<file path="config.mk">
export PLATFORM = sky130hd
export DESIGN_NAME = des_round_function_unit
export DESIGN_NICKNAME = d
export VERILOG_FILES = /design/src/hdl/desrf_pkg.sv /design/src/hdl/des_round_function_unit.sv
export SDC_FILE = /design/constraint.sdc
export NUM_CORES = 1
export LEC_CHECK = 0
export ABC_AREA = 1
export BUFFER_PORTS_ARGS = -buffer_cell sky130_fd_sc_hd__buf_2
export CORE_MARGIN = 2
export CORE_UTILIZATION = 35
export CTS_CLUSTER_SIZE = 14
export DETAILED_ROUTE_END_ITERATION = 8
export GPL_ROUTABILITY_DRIVEN = 0
export MAX_ROUTING_LAYER = met4
export SLEW_MARGIN = 20
export SYNTH_ARGS = -nofsm -noshare
export SYNTH_HDL_FRONTEND = slang
export SYNTH_SLANG_ARGS = --single-unit
</file>
<file path="constraint.sdc">
create_clock -name i_clk -period 1.8 [get_ports i_clk]
set_input_delay 0.27 -clock i_clk [delete_from_list [all_inputs] [get_ports i_clk]]
set_output_delay 0.27 -clock i_clk [all_outputs]
set_load 0.005 [all_outputs]
</file>
<file path="src/hdl/desrf_pkg.sv">
// Package with the DES round function tables and the per-stage helper functions.
package desrf_pkg;

    localparam int HALF_W = 32;
    localparam int KEY_W  = 48;
    localparam int NUM_SBOX = 8;

    // Expansion table, entries number the source bits MSB-first from 1.
    localparam logic [5:0] E_TAB [KEY_W] = '{
        6'd32, 6'd1,  6'd2,  6'd3,  6'd4,  6'd5,
        6'd4,  6'd5,  6'd6,  6'd7,  6'd8,  6'd9,
        6'd8,  6'd9,  6'd10, 6'd11, 6'd12, 6'd13,
        6'd12, 6'd13, 6'd14, 6'd15, 6'd16, 6'd17,
        6'd16, 6'd17, 6'd18, 6'd19, 6'd20, 6'd21,
        6'd20, 6'd21, 6'd22, 6'd23, 6'd24, 6'd25,
        6'd24, 6'd25, 6'd26, 6'd27, 6'd28, 6'd29,
        6'd28, 6'd29, 6'd30, 6'd31, 6'd32, 6'd1
    };

    // Output permutation, same numbering.
    localparam logic [5:0] P_TAB [HALF_W] = '{
        6'd16, 6'd7,  6'd20, 6'd21, 6'd29, 6'd12, 6'd28, 6'd17,
        6'd1,  6'd15, 6'd23, 6'd26, 6'd5,  6'd18, 6'd31, 6'd10,
        6'd2,  6'd8,  6'd24, 6'd14, 6'd32, 6'd27, 6'd3,  6'd9,
        6'd19, 6'd13, 6'd30, 6'd6,  6'd22, 6'd11, 6'd4,  6'd25
    };

    // S-boxes, indexed by row * 16 + column.
    localparam logic [3:0] SBOX [NUM_SBOX][64] = '{
        '{ 4'd14, 4'd4,  4'd13, 4'd1,  4'd2,  4'd15, 4'd11, 4'd8,
           4'd3,  4'd10, 4'd6,  4'd12, 4'd5,  4'd9,  4'd0,  4'd7,
           4'd0,  4'd15, 4'd7,  4'd4,  4'd14, 4'd2,  4'd13, 4'd1,
           4'd10, 4'd6,  4'd12, 4'd11, 4'd9,  4'd5,  4'd3,  4'd8,
           4'd4,  4'd1,  4'd14, 4'd8,  4'd13, 4'd6,  4'd2,  4'd11,
           4'd15, 4'd12, 4'd9,  4'd7,  4'd3,  4'd10, 4'd5,  4'd0,
           4'd15, 4'd12, 4'd8,  4'd2,  4'd4,  4'd9,  4'd1,  4'd7,
           4'd5,  4'd11, 4'd3,  4'd14, 4'd10, 4'd0,  4'd6,  4'd13 },
        '{ 4'd15, 4'd1,  4'd8,  4'd14, 4'd6,  4'd11, 4'd3,  4'd4,
           4'd9,  4'd7,  4'd2,  4'd13, 4'd12, 4'd0,  4'd5,  4'd10,
           4'd3,  4'd13, 4'd4,  4'd7,  4'd15, 4'd2,  4'd8,  4'd14,
           4'd12, 4'd0,  4'd1,  4'd10, 4'd6,  4'd9,  4'd11, 4'd5,
           4'd0,  4'd14, 4'd7,  4'd11, 4'd10, 4'd4,  4'd13, 4'd1,
           4'd5,  4'd8,  4'd12, 4'd6,  4'd9,  4'd3,  4'd2,  4'd15,
           4'd13, 4'd8,  4'd10, 4'd1,  4'd3,  4'd15, 4'd4,  4'd2,
           4'd11, 4'd6,  4'd7,  4'd12, 4'd0,  4'd5,  4'd14, 4'd9 },
        '{ 4'd10, 4'd0,  4'd9,  4'd14, 4'd6,  4'd3,  4'd15, 4'd5,
           4'd1,  4'd13, 4'd12, 4'd7,  4'd11, 4'd4,  4'd2,  4'd8,
           4'd13, 4'd7,  4'd0,  4'd9,  4'd3,  4'd4,  4'd6,  4'd10,
           4'd2,  4'd8,  4'd5,  4'd14, 4'd12, 4'd11, 4'd15, 4'd1,
           4'd13, 4'd6,  4'd4,  4'd9,  4'd8,  4'd15, 4'd3,  4'd0,
           4'd11, 4'd1,  4'd2,  4'd12, 4'd5,  4'd10, 4'd14, 4'd7,
           4'd1,  4'd10, 4'd13, 4'd0,  4'd6,  4'd9,  4'd8,  4'd7,
           4'd4,  4'd15, 4'd14, 4'd3,  4'd11, 4'd5,  4'd2,  4'd12 },
        '{ 4'd7,  4'd13, 4'd14, 4'd3,  4'd0,  4'd6,  4'd9,  4'd10,
           4'd1,  4'd2,  4'd8,  4'd5,  4'd11, 4'd12, 4'd4,  4'd15,
           4'd13, 4'd8,  4'd11, 4'd5,  4'd6,  4'd15, 4'd0,  4'd3,
           4'd4,  4'd7,  4'd2,  4'd12, 4'd1,  4'd10, 4'd14, 4'd9,
           4'd10, 4'd6,  4'd9,  4'd0,  4'd12, 4'd11, 4'd7,  4'd13,
           4'd15, 4'd1,  4'd3,  4'd14, 4'd5,  4'd2,  4'd8,  4'd4,
           4'd3,  4'd15, 4'd0,  4'd6,  4'd10, 4'd1,  4'd13, 4'd8,
           4'd9,  4'd4,  4'd5,  4'd11, 4'd12, 4'd7,  4'd2,  4'd14 },
        '{ 4'd2,  4'd12, 4'd4,  4'd1,  4'd7,  4'd10, 4'd11, 4'd6,
           4'd8,  4'd5,  4'd3,  4'd15, 4'd13, 4'd0,  4'd14, 4'd9,
           4'd14, 4'd11, 4'd2,  4'd12, 4'd4,  4'd7,  4'd13, 4'd1,
           4'd5,  4'd0,  4'd15, 4'd10, 4'd3,  4'd9,  4'd8,  4'd6,
           4'd4,  4'd2,  4'd1,  4'd11, 4'd10, 4'd13, 4'd7,  4'd8,
           4'd15, 4'd9,  4'd12, 4'd5,  4'd6,  4'd3,  4'd0,  4'd14,
           4'd11, 4'd8,  4'd12, 4'd7,  4'd1,  4'd14, 4'd2,  4'd13,
           4'd6,  4'd15, 4'd0,  4'd9,  4'd10, 4'd4,  4'd5,  4'd3 },
        '{ 4'd12, 4'd1,  4'd10, 4'd15, 4'd9,  4'd2,  4'd6,  4'd8,
           4'd0,  4'd13, 4'd3,  4'd4,  4'd14, 4'd7,  4'd5,  4'd11,
           4'd10, 4'd15, 4'd4,  4'd2,  4'd7,  4'd12, 4'd9,  4'd5,
           4'd6,  4'd1,  4'd13, 4'd14, 4'd0,  4'd11, 4'd3,  4'd8,
           4'd9,  4'd14, 4'd15, 4'd5,  4'd2,  4'd8,  4'd12, 4'd3,
           4'd7,  4'd0,  4'd4,  4'd10, 4'd1,  4'd13, 4'd11, 4'd6,
           4'd4,  4'd3,  4'd2,  4'd12, 4'd9,  4'd5,  4'd15, 4'd10,
           4'd11, 4'd14, 4'd1,  4'd7,  4'd6,  4'd0,  4'd8,  4'd13 },
        '{ 4'd4,  4'd11, 4'd2,  4'd14, 4'd15, 4'd0,  4'd8,  4'd13,
           4'd3,  4'd12, 4'd9,  4'd7,  4'd5,  4'd10, 4'd6,  4'd1,
           4'd13, 4'd0,  4'd11, 4'd7,  4'd4,  4'd9,  4'd1,  4'd10,
           4'd14, 4'd3,  4'd5,  4'd12, 4'd2,  4'd15, 4'd8,  4'd6,
           4'd1,  4'd4,  4'd11, 4'd13, 4'd12, 4'd3,  4'd7,  4'd14,
           4'd10, 4'd15, 4'd6,  4'd8,  4'd0,  4'd5,  4'd9,  4'd2,
           4'd6,  4'd11, 4'd13, 4'd8,  4'd1,  4'd4,  4'd10, 4'd7,
           4'd9,  4'd5,  4'd0,  4'd15, 4'd14, 4'd2,  4'd3,  4'd12 },
        '{ 4'd13, 4'd2,  4'd8,  4'd4,  4'd6,  4'd15, 4'd11, 4'd1,
           4'd10, 4'd9,  4'd3,  4'd14, 4'd5,  4'd0,  4'd12, 4'd7,
           4'd1,  4'd15, 4'd13, 4'd8,  4'd10, 4'd3,  4'd7,  4'd4,
           4'd12, 4'd5,  4'd6,  4'd11, 4'd0,  4'd14, 4'd9,  4'd2,
           4'd7,  4'd11, 4'd4,  4'd1,  4'd9,  4'd12, 4'd14, 4'd2,
           4'd0,  4'd6,  4'd10, 4'd13, 4'd15, 4'd3,  4'd5,  4'd8,
           4'd2,  4'd1,  4'd14, 4'd7,  4'd4,  4'd10, 4'd8,  4'd13,
           4'd15, 4'd12, 4'd9,  4'd0,  4'd3,  4'd5,  4'd6,  4'd11 }
    };

    // Expands the right half to 48 bits; every output bit is a plain wire.
    function automatic logic [KEY_W-1:0] f_expand(input logic [HALF_W-1:0] half);
        logic [KEY_W-1:0] e;
        e = '0;
        for (int k = 0; k < KEY_W; k++) begin
            e[KEY_W-1-k] = half[5'(HALF_W - int'(E_TAB[k]))];
        end
        return e;
    endfunction

    // Runs the eight 6-bit groups through their S-boxes in parallel.
    function automatic logic [HALF_W-1:0] f_substitute(input logic [KEY_W-1:0] x);
        logic [HALF_W-1:0] joined;
        logic [5:0]        grp;
        joined = '0;
        for (int k = 0; k < NUM_SBOX; k++) begin
            grp = x[KEY_W-1-6*k -: 6];
            joined[HALF_W-1-4*k -: 4] = SBOX[k][{grp[5], grp[0], grp[4:1]}];
        end
        return joined;
    endfunction

    // Applies the P permutation.
    function automatic logic [HALF_W-1:0] f_permute(input logic [HALF_W-1:0] joined);
        logic [HALF_W-1:0] res;
        res = '0;
        for (int k = 0; k < HALF_W; k++) begin
            res[HALF_W-1-k] = joined[5'(HALF_W - int'(P_TAB[k]))];
        end
        return res;
    endfunction

endpackage

</file>
<file path="src/hdl/des_round_function_unit.sv">
// Three-stage pipelined DES round function (expansion, S-boxes, permutation).
//
// This unit computes the DES Feistel function f(R, K) for one request per clock while o_stall is low.
// Each request carries a 32-bit right half and a 48-bit round subkey, both numbered
// MSB-first as in the published cipher definition, and yields one 32-bit result.
// The work runs through three register stages: the first expands the half with the
// E table and XORs in the subkey, the second looks up the eight S-boxes, and the
// third applies the P permutation into the output register. An accepted request passes
// through r_x1, r_s2 and r_p3 to o_valid, and when the output side does not stall a new
// request is taken every cycle. When the output stalls, the pipeline closes up its empty
// stages and only raises o_stall once all three stages hold a request. There is no
// configuration and no state beyond the pipeline itself, so reset only clears the
// valid bits.
module des_round_function_unit (
    input  logic                          i_clk,
    input  logic                          i_rst_n,
    input  logic                          i_valid,
    output logic                          o_stall,
    input  logic [desrf_pkg::HALF_W-1:0]  i_right_half,
    input  logic [desrf_pkg::KEY_W-1:0]   i_round_subkey,
    output logic                          o_valid,
    input  logic                          i_stall,
    output logic [desrf_pkg::HALF_W-1:0]  o_round_output
);
    import desrf_pkg::*;

    // Stage registers and their valid bits.
    logic              r_v1, r_v2, r_v3;
    logic [KEY_W-1:0]  r_x1;
    logic [HALF_W-1:0] r_s2;
    logic [HALF_W-1:0] r_p3;

    // Next values of the stage payloads.
    logic [KEY_W-1:0]  n_x1;
    logic [HALF_W-1:0] n_s2;
    logic [HALF_W-1:0] n_p3;

    // A stage may load when it is empty or its contents move on this cycle.
    logic adv1, adv2, adv3;

    assign adv3 = !r_v3 || !i_stall;
    assign adv2 = !r_v2 || adv3;
    assign adv1 = !r_v1 || adv2;

    assign o_stall = !adv1;

    assign n_x1 = f_expand(i_right_half) ^ i_round_subkey;
    assign n_s2 = f_substitute(r_x1);
    assign n_p3 = f_permute(r_s2);

    // Valid bits are control state and take the reset.
    always_ff @(posedge i_clk) begin
        if (!i_rst_n) begin
            r_v1 <= 1'b0;
            r_v2 <= 1'b0;
            r_v3 <= 1'b0;
        end else begin
            if (adv1) begin
                r_v1 <= i_valid;
            end
            if (adv2) begin
                r_v2 <= r_v1;
            end
            if (adv3) begin
                r_v3 <= r_v2;
            end
        end
    end

    // Payload registers load only with a valid request, which keeps a stalled
    // result stable at the output.
    always_ff @(posedge i_clk) begin
        if (adv1 && i_valid) begin
            r_x1 <= n_x1;
        end
        if (adv2 && r_v1) begin
            r_s2 <= n_s2;
        end
        if (adv3 && r_v2) begin
            r_p3 <= n_p3;
        end
    end

    assign o_valid        = r_v3;
    assign o_round_output = r_p3;

endmodule

</file>
* After elaboration in Yosys (flattened, before gate mapping) *
Memories as Yosys holds them, arrays and structs flattened. A register that Yosys moved wholly into a read port is not among the register bits.
Index checks and enable logic that the tools add are counted.

storage, ports and cells
  memories kept = 4
  ROM bits = 1,024
  flip-flop bits (word level) = 67

memories
  memory            words  bits a word  read ports  clocked after Yosys merged registers in  wr ports  line              RTL
  (name not given)  64     4            1           1                                        0         desrf_pkg.sv:113  joined[HALF_W-1-4*k -: 4] = SBOX[k][{grp[5], grp[0], grp[4:1]}];
  (name not given)  64     4            1           1                                        0         desrf_pkg.sv:113
  (name not given)  64     4            1           1                                        0         desrf_pkg.sv:113
  (name not given)  64     4            1           1                                        0         desrf_pkg.sv:113

cells by class
  reductions and logical operators = 11
  bitwise operators = 5

operators by type and width
  cell                 count
  $xor A48 B48 Y48     1
  $not A6 Y7           4
  $logic_not A1 Y1     5
  $logic_and A1 B1 Y1  3
  $logic_or A1 B1 Y1   3

* Longest topological paths before layout *
Gate-level depths: netlist of run 1.

  depth in word-level cells = 5
  depth in mapped cells = 10
  gate-level depth less buffers = 10

* Worst setup path after synthesis of run 1 *
OpenSTA, ideal clock, no wires.

  path type = reg-to-reg
  start point = register r_v3 (netlist: o_valid)
  end point = register r_x1[10], enable pin
  path buffers = 0
  data arrival time = 1,508 ps
  clock period less this slack = 1,909 ps
  path slack = -109 ps
  stages on the path, launching flop included = 6
  cells stage by stage = dfxtp_1 -> nand2_1 -> nor2_1 -> inv_1 -> nor2_1 -> nor2_1

on the way
  cells in the longest elaborated chain, start to end = 5

RTL lines
  item                    line                           RTL
  from (decl)             des_round_function_unit.sv:28  logic r_v1, r_v2, r_v3;
  from (signal assigned)  des_round_function_unit.sv:65  r_v3 <= r_v2;
  $logic_not A1 Y1        des_round_function_unit.sv:41  assign adv3 = !r_v3 || !i_stall;
  $logic_or A1 B1 Y1      des_round_function_unit.sv:41
  $logic_or A1 B1 Y1      des_round_function_unit.sv:42  assign adv2 = !r_v2 || adv3;
  $logic_or A1 B1 Y1      des_round_function_unit.sv:43  assign adv1 = !r_v1 || adv2;
  $logic_and A1 B1 Y1     des_round_function_unit.sv:73  if (adv1 && i_valid) begin
  to (signal assigned)    des_round_function_unit.sv:74  r_x1 <= n_x1;
  to (decl)               des_round_function_unit.sv:29  logic [KEY_W-1:0] r_x1;

Every way passes these cells.
A chain may end at the register's enable or synchronous reset.

* Worst setup path in the final report of run 1 *
  start point = register r_x1[13]
  end point = register r_s2[10] (data pin)

on the way
  cells in the longest elaborated chain, start to end = 1

RTL lines
  item                              line                           RTL
  $not A6 Y7 (not written as such)  desrf_pkg.sv:113
  to (decl)                         des_round_function_unit.sv:30  logic [HALF_W-1:0] r_s2;

Every way passes these cells.

==> impl_metrics.prom, run 1 <==
# TYPE chip_impl_metric gauge
chip_impl_metric{name="report.final.hold_viol_count",unit=""} 0
chip_impl_metric{name="ys_types",unit=""} 30
chip_impl_metric{name="tritoncts.num_buffers",unit=""} 9
chip_impl_metric{name="drt_iter0_markers",unit=""} 168
chip_impl_metric{name="ys_async_sr_fraction",unit="%"} 0
chip_impl_metric{name="placementRows",unit=""} 38
chip_impl_info{name="holdCritStartpoint",value="i_valid"} 1
chip_impl_metric{name="postSynthCellCount",unit=""} 449
chip_impl_metric{name="drtPass1Iterations",unit=""} 4
chip_impl_metric{name="n_fill_cell",unit=""} 1094
chip_impl_info{name="cts_tree",value="yes"} 1
chip_impl_metric{name="grt_pass1_vias",unit=""} 2876
chip_impl_metric{name="synth.ff_latch_count",unit=""} 57
chip_impl_metric{name="drtAntennaViolNets",unit=""} 0
chip_impl_info{name="clock_root_buffer",value="clkbuf_8"} 1
chip_impl_metric{name="post-route-cell-area",unit="um2"} 4550
chip_impl_metric{name="nNetsFinal",unit=""} 641
chip_impl_metric{name="chipWidth",unit="um"} 108
chip_impl_info{name="critical-path-top-delay-family",value="simple AND/OR/NAND/NOR gates"} 1
chip_impl_info{name="crit_path_cell_trace",value="inv_2, ha_4, inv_2, nand2_2, nand2_1, nand2_1, nand3_1, nand3_1, and2_1"} 1
chip_impl_info{name="synth_ff_type",value="edfxtp_1"} 1
chip_impl_metric{name="ctsHtreeMaxLevel",unit=""} 3
chip_impl_metric{name="routed_wirelength",unit="um"} 7770
chip_impl_info{name="critPathCaptureType",value="flop"} 1
chip_impl_info{name="timing.setup.critical_path_class",value="flop to flop"} 1
chip_impl_metric{name="placed_area",unit="um2"} 4310
chip_impl_metric{name="post-route-drc-count",unit=""} 0
chip_impl_metric{name="drv.max_cap_violation_count",unit=""} 0
chip_impl_metric{name="n_antenna_cell",unit=""} 0
chip_impl_metric{name="cts.hold.buffers_added",unit=""} 0
chip_impl_metric{name="floorplan.initialDensity",unit="%"} 35.6
chip_impl_info{name="setup.worst_path.start_class",value="flop"} 1
chip_impl_metric{name="clock_path_buffers",unit=""} 2
chip_impl_metric{name="worst-endpoint-required",unit="ns"} 1.89
chip_impl_metric{name="layout.area.seq",unit="um2"} 1680
chip_impl_metric{name="placement.io_buffers",unit=""} 59
chip_impl_metric{name="pwr_density_cell",unit="nW/um2"} 790
chip_impl_metric{name="yosysSeqAreaShare",unit="%"} 44.0
chip_impl_metric{name="wl_per_cell",unit="um"} 11.6
chip_impl_metric{name="cts_sinks",unit=""} 57
chip_impl_metric{name="layout_worst_path_cycle_share",unit="%"} 92.4
chip_impl_metric{name="synth_enable_flop_cells",unit=""} 54
chip_impl_metric{name="avgSynthCellArea",unit="um2"} 8.51
chip_impl_metric{name="worst_ir_drop_vdd",unit="uV"} 322
chip_impl_metric{name="timing.critical_path.buf_inv",unit=""} 2
chip_impl_metric{name="max_slew_vio_count",unit=""} 0
chip_impl_metric{name="timing.final.setup_violations",unit=""} 0
chip_impl_metric{name="largest_net_degree_at_the_start_of_global_routing",unit=""} 23
chip_impl_metric{name="post_drt_via_cell_ratio",unit=""} 4.75
chip_impl_metric{name="cts.clk_slew.worst_paths",unit="ns"} 0.07
chip_impl_metric{name="highest_cell_delay_on_the_worst_timing_path",unit="ns"} 0.44
chip_impl_metric{name="grt_pass1_wl",unit="um"} 12500
chip_impl_info{name="leading_cell_type_in_the_layout_fill_and_taps_excluded",value="nand2_1"} 1
chip_impl_info{name="crit_reg_reg_startpoint",value="r_x1[13]"} 1
chip_impl_metric{name="timing.final.crit_period",unit="ns"} 1.66
chip_impl_info{name="cp-startpoint",value="r_x1[13]"} 1
chip_impl_metric{name="floorplan.die_area",unit="um2"} 11800
chip_impl_metric{name="global_route.overflow_total",unit=""} 0
chip_impl_metric{name="global_route.usage.total",unit="%"} 13.8
chip_impl_metric{name="num_vias",unit=""} 3194
chip_impl_metric{name="boundaryPins",unit=""} 118
chip_impl_metric{name="skew_pair_late_insertion_delay",unit="ns"} 0.33
chip_impl_metric{name="synth.yosys.warnings",unit=""} 0
chip_impl_metric{name="grt_antenna_before_repair",unit=""} 0
chip_impl_metric{name="arrival",unit="ns"} 1.76
chip_impl_metric{name="fmax",unit="MHz"} 601
chip_impl_metric{name="dieHeight",unit="um"} 108
chip_impl_info{name="most-common-layout-cells",value="nand2_1 (112), buf_2 (59), edfxtp_1 (54)"} 1
chip_impl_info{name="status",value="finished clean"} 1
chip_impl_metric{name="dp_cells",unit=""} 654
chip_impl_metric{name="design.core.area",unit="um2"} 10700
chip_impl_info{name="hold_path.class",value="input pin to flop"} 1
chip_impl_metric{name="clock-skew-final",unit="ns"} 0.00623
chip_impl_metric{name="critical_path.max_fanout",unit=""} 5
chip_impl_metric{name="post_route_cells_drive_above_1_share",unit="%"} 21.1
chip_impl_metric{name="stdcell_count",unit=""} 672
chip_impl_metric{name="layout-area-overhead-vs-synth",unit="%"} 19.1
chip_impl_metric{name="static-leakage-power",unit="uW"} 0.00211
chip_impl_metric{name="post_synth_instance_area",unit="um2"} 3820
chip_impl_info{name="timing.critical_path.slowest_stage_cell",value="edfxtp_1"} 1
chip_impl_metric{name="multi_input_area",unit="um2"} 1890
chip_impl_metric{name="post-dp-hpwl",unit="um"} 5550
chip_impl_metric{name="totalNegativeSetupSlack",unit="ns"} 0
-- metal layers --
layer	vias to the layer above	track usage [%]	wire (um)
met5	-	-	0
met4	0	5.31	129
met3	12	3.62	356
met2	92	24.6	4010
met1	1455	14.6	3270
li1	1635	-	-
-- cell type report --
cell class | count | share of cell area [%]
Clock inverter | 6 | 1.29
Clock buffer | 10 | 2.81
Inverter | 39 | 3.22
Multi-Input combinational cell | 340 | 41.6
Tap cell | 140 | 3.85
Timing Repair Buffer | 80 | 10.2
Sequential cell | 57 | 37.0
-- stage by stage --
| step | setup slack [ns] | hold slack (ns) | util, % | total power, uW |
|---|---|---|---|---|
| global route | -0.000396 | 0.192 | 42.3 | 3810 |
| CTS | 0.0259 | 0.164 | 41.8 | 3600 |
| detailed placement | 0.0572 | 0.405 | 40.1 | 2430 |
| floorplan | 0.0303 | 0.391 | - | 2220 |
| global placement | 0.0755 | 0.402 | 40.1 | 2410 |
| finish | 0.136 | 0.179 | 42.3 | 3600 |
-- worst paths after layout --
check / end / cells past startpoint / slack, ns
worst min register to register: o_round_output[27] / 0 / 0.42
worst min-delay path: r_v1 / 3 / 0.18
worst max-delay path: r_s2[10] / 9 / 0.14
worst max register to register: r_s2[10] / 9 / 0.14
-- power breakdown --
group	switching, uW	internal [uW]	leakage [uW]	total [uW]
registers	61.8	1570	0.000538	1640
clock network	522	632	0.0000998	1150
logic	485	321	0.00147	806
total	1070	2530	0.00211	3600
-- worst reg2reg max path, cell delays in order (launching register included) --
cell	delay, ns
edfxtp_1	0.44
inv_2	0.12
ha_4	0.21
inv_2	0.08
nand2_2	0.08
nand2_1	0.11
nand2_1	0.07
nand3_1	0.11
nand3_1	0.07
and2_1	0.13
-- flip-flops by register name, summed over array words and instances (netlist names) --
register        cells
r_v2                1
r_v1                1
o_round_output     16
o_valid             1
r_s2               16
r_x1               22
-- kinds of logic (layout without fill, tap and decap cells) --
logic type,after synthesis,after routing,share of synthesized area [%]
buffers and inverters,67,135,8.97
flip-flops,57,57,44.0
adder cells (fa/ha/maj),30,30,9.82
XOR/XNOR,22,22,5.04
other,1,16,0.0981
AO/OA/AOI/OAI,79,79,11.4
AND/OR/NAND/NOR,193,193,20.7
-- cells in the mapped netlist (2+ instances only) --
library cell  count  area, um2
nand2_1         113        424
buf_6             2       22.5
inv_2             5       18.8
nand3_1          42        210
buf_4            18        135
edfxtp_1         54       1620
o221ai_1          2       17.5
dfxtp_1           3       60.1
o211ai_1          8       60.1
inv_1            33        124
nor2_1           33        124
buf_2             6       30.0
a31oi_1           2       12.5
ha_1             30        375
o21ai_0          35        175
xor2_1           22        193
a21oi_1          26        130
o21ai_1           3       15.0
-- timing repair --
item / in CTS / in global routing
setup endpoints to repair: 0 / 7
buffers inserted: 0 / 2
gates resized for setup: 0 / 13
No activity file was read; power rests on OpenSTA's default activity.
==> inputs of run 2 (changes only) <==
--- a/config.mk
+++ b/config.mk
@@ -12,6 +12,7 @@
 export CTS_CLUSTER_SIZE = 14
 export DETAILED_ROUTE_END_ITERATION = 8
 export GPL_ROUTABILITY_DRIVEN = 0
+export GPL_TIMING_DRIVEN = 0
 export MAX_ROUTING_LAYER = met4
 export SLEW_MARGIN = 20
 export SYNTH_ARGS = -nofsm -noshare
==> run 2 against run 1 <==
  * Sequential share of layout area shrank 1.2 points
  * Largest cell class unchanged
  * Critical endpoint is now r_s2[7]
  * Maximum frequency shrank 4.2%
  * Clock-buffer cell count shrank 1
  * Combinational power grew 5.1%
  * Setup slack lost 0.074 ns
  * Flip-flop and latch count is the same
  * Largest power group unchanged
==> impl_metrics.prom, run 2 (synthesis results as in run 1) <==
# TYPE chip_impl_metric gauge
chip_impl_metric{name="nNetsFinal",unit=""} 663
chip_impl_metric{name="max_slew_vio_count",unit=""} 0
chip_impl_metric{name="fmax",unit="MHz"} 575
chip_impl_metric{name="design.core.area",unit="um2"} 10700
chip_impl_metric{name="post_route_cells_drive_above_1_share",unit="%"} 24.5
chip_impl_metric{name="chipWidth",unit="um"} 108
chip_impl_metric{name="totalNegativeSetupSlack",unit="ns"} 0
chip_impl_metric{name="wl_per_cell",unit="um"} 11.4
chip_impl_info{name="crit_reg_reg_startpoint",value="r_x1[7]"} 1
chip_impl_metric{name="worst_margin_slew",unit="ns"} 0.713
chip_impl_info{name="r2r-end",value="r_s2[7]"} 1
chip_impl_metric{name="placementRows",unit=""} 38
chip_impl_info{name="hold_path.class",value="input pin to flop"} 1
chip_impl_metric{name="clock_path_buffers",unit=""} 2
chip_impl_metric{name="worst_rel_slew_slack",unit="%"} 52.3
chip_impl_metric{name="routed_wirelength",unit="um"} 7930
chip_impl_info{name="setup.worst_path.start_class",value="flop"} 1
chip_impl_metric{name="ctsHtreeMaxLevel",unit=""} 3
chip_impl_metric{name="skew_pair_late_insertion_delay",unit="ns"} 0.32
chip_impl_metric{name="post_drt_via_cell_ratio",unit=""} 4.70
chip_impl_metric{name="cts_sinks",unit=""} 57
chip_impl_info{name="cts_tree",value="yes"} 1
chip_impl_metric{name="minimum_setup_slack_among_reg_to_reg_paths",unit="ns"} 0.06
chip_impl_info{name="timing.setup.critical_path_class",value="flop to flop"} 1
chip_impl_metric{name="layout-area-overhead-vs-synth",unit="%"} 23.1
chip_impl_metric{name="worst-endpoint-required",unit="ns"} 1.87
chip_impl_metric{name="grt_pass1_wl",unit="um"} 13000
chip_impl_metric{name="boundaryPins",unit=""} 118
chip_impl_metric{name="stdcell_count",unit=""} 694
chip_impl_info{name="critPathCaptureType",value="flop"} 1
chip_impl_info{name="most-common-layout-cells",value="nand2_1 (112), buf_2 (65), edfxtp_1 (54)"} 1
chip_impl_metric{name="global_route.overflow_total",unit=""} 0
chip_impl_metric{name="dieHeight",unit="um"} 108
chip_impl_metric{name="drtAntennaViolNets",unit=""} 0
chip_impl_metric{name="global_route.usage.total",unit="%"} 14.0
chip_impl_info{name="worst_setup_path_endpoint",value="r_s2[7]"} 1
chip_impl_metric{name="multi_input_area",unit="um2"} 1880
chip_impl_info{name="clock_root_buffer",value="clkbuf_8"} 1
chip_impl_metric{name="num_vias",unit=""} 3261
chip_impl_metric{name="layout_worst_path_cycle_share",unit="%"} 96.5
chip_impl_metric{name="tritoncts.num_buffers",unit=""} 9
chip_impl_metric{name="arrival",unit="ns"} 1.80
chip_impl_metric{name="report.final.hold_viol_count",unit=""} 0
chip_impl_info{name="register_containing_the_most_flip_flops_in_the_final_layout",value="r_x1"} 1
chip_impl_info{name="status",value="finished clean"} 1
chip_impl_metric{name="dp_cells",unit=""} 664
chip_impl_metric{name="critical_path.max_fanout",unit=""} 6
chip_impl_metric{name="largest_net_degree_at_the_start_of_global_routing",unit=""} 23
chip_impl_metric{name="reg2reg_depth",unit=""} 8
chip_impl_metric{name="n_fill_cell",unit=""} 1087
chip_impl_metric{name="drt_iter0_markers",unit=""} 157
chip_impl_metric{name="grt_antenna_before_repair",unit=""} 0
chip_impl_info{name="leading_cell_type_in_the_layout_fill_and_taps_excluded",value="nand2_1"} 1
chip_impl_metric{name="clock-skew-final",unit="ns"} 0.00919
chip_impl_metric{name="cts.clk_slew.worst_paths",unit="ns"} 0.07
chip_impl_metric{name="timing.final.crit_period",unit="ns"} 1.74
chip_impl_metric{name="timing.final.setup_violations",unit=""} 0
chip_impl_metric{name="post-route-drc-count",unit=""} 0
chip_impl_metric{name="placement.io_buffers",unit=""} 59
chip_impl_info{name="cp-startpoint",value="r_x1[7]"} 1
chip_impl_metric{name="drtPass1Iterations",unit=""} 5
chip_impl_metric{name="post-dp-hpwl",unit="um"} 5710
chip_impl_metric{name="n_antenna_cell",unit=""} 0
chip_impl_metric{name="pwr_density_cell",unit="nW/um2"} 804
chip_impl_metric{name="worst_ir_drop_vdd",unit="uV"} 462
chip_impl_metric{name="number_of_flip_flops_under_the_largest_register_name",unit=""} 22
chip_impl_metric{name="placed_area",unit="um2"} 4370
chip_impl_metric{name="drv.max_cap_violation_count",unit=""} 0
chip_impl_metric{name="floorplan.die_area",unit="um2"} 11800
chip_impl_metric{name="layout.area.seq",unit="um2"} 1680
chip_impl_metric{name="post-route-cell-area",unit="um2"} 4710
chip_impl_metric{name="static-leakage-power",unit="uW"} 0.00221
chip_impl_metric{name="floorplan.initialDensity",unit="%"} 35.6
chip_impl_metric{name="grt_pass1_vias",unit=""} 3079
## run 2: where the power goes
group,internal [uW],switching (uW),total (uW)
clock,779,533,1310
combinational,341,506,847
sequential,1570,49.4,1620
## run 2: worst max-delay path: stages, from the launching register on
cell and delay (ns):
edfxtp_1 0.44, inv_2 0.15, ha_2 0.33, nand2_1 0.13, nand2_1 0.06, nand2_1 0.07, nand2_1 0.08, a21oi_1 0.14
a21oi_1 0.08
## run 2: layer usage
| layer | share of wire (%) | track usage [%] | wire [um] | up-vias |
|---|---|---|---|---|
| met1 | 42 | 15.4 | 3360 | 1475 |
| met3 | 4.9 | 3.38 | 387 | 9 |
| li1 | - | - | - | 1676 |
| met5 | 0 | - | 0 | - |
| met2 | 52 | 24.7 | 4090 | 101 |
| met4 | 1.1 | 4.95 | 87 | 0 |
## run 2: area by class of cell
cell class,count,share of cell area [%]
clock inverters,7,1.99
plain buffers,28,4.17
clock buffers,9,2.63
inverters,39,3.11
well taps,140,3.72
repair buffers,74,8.75
flip-flops and latches,57,35.7
multi-input cells,340,39.9
## run 2: worst min path at each step
stage / startpoint / to / slack (ns) / cells after the start
after global routing: i_valid / r_v1 / 0.20 / 3
after floorplan: i_valid / r_v1 / 0.39 / 2
after global placement: r_s2[4] / o_round_output[25] / 0.40 / 0
after CTS: i_valid / r_v1 / 0.19 / 3
final: i_valid / r_v1 / 0.20 / 3
after detailed placement: r_s2[7] / o_round_output[0] / 0.40 / 0
## run 2: metrics by stage
| stage | total power, uW | setup slack [ns] | hold slack [ns] | util, % |
|---|---|---|---|---|
| final | 3780 | 0.0624 | 0.204 | 43.8 |
| after global routing | 4000 | -0.0148 | 0.197 | 43.8 |
| after CTS | 3780 | 0.0118 | 0.191 | 43.0 |
| after detailed placement | 2440 | -0.257 | 0.405 | 40.7 |
| after global placement | 2420 | -0.244 | 0.400 | 40.5 |
| after floorplan | 2220 | 0.0303 | 0.391 | - |
## run 2: what timing repair did
| action | in CTS | in global routing |
|---|---|---|
| pin swaps | 0 | 1 |
| resized for setup | 4 | 8 |
| buffers inserted | 4 | 10 |
| endpoints found under the setup margin | 8 | 9 |
| hold buffers | 0 | 0 |
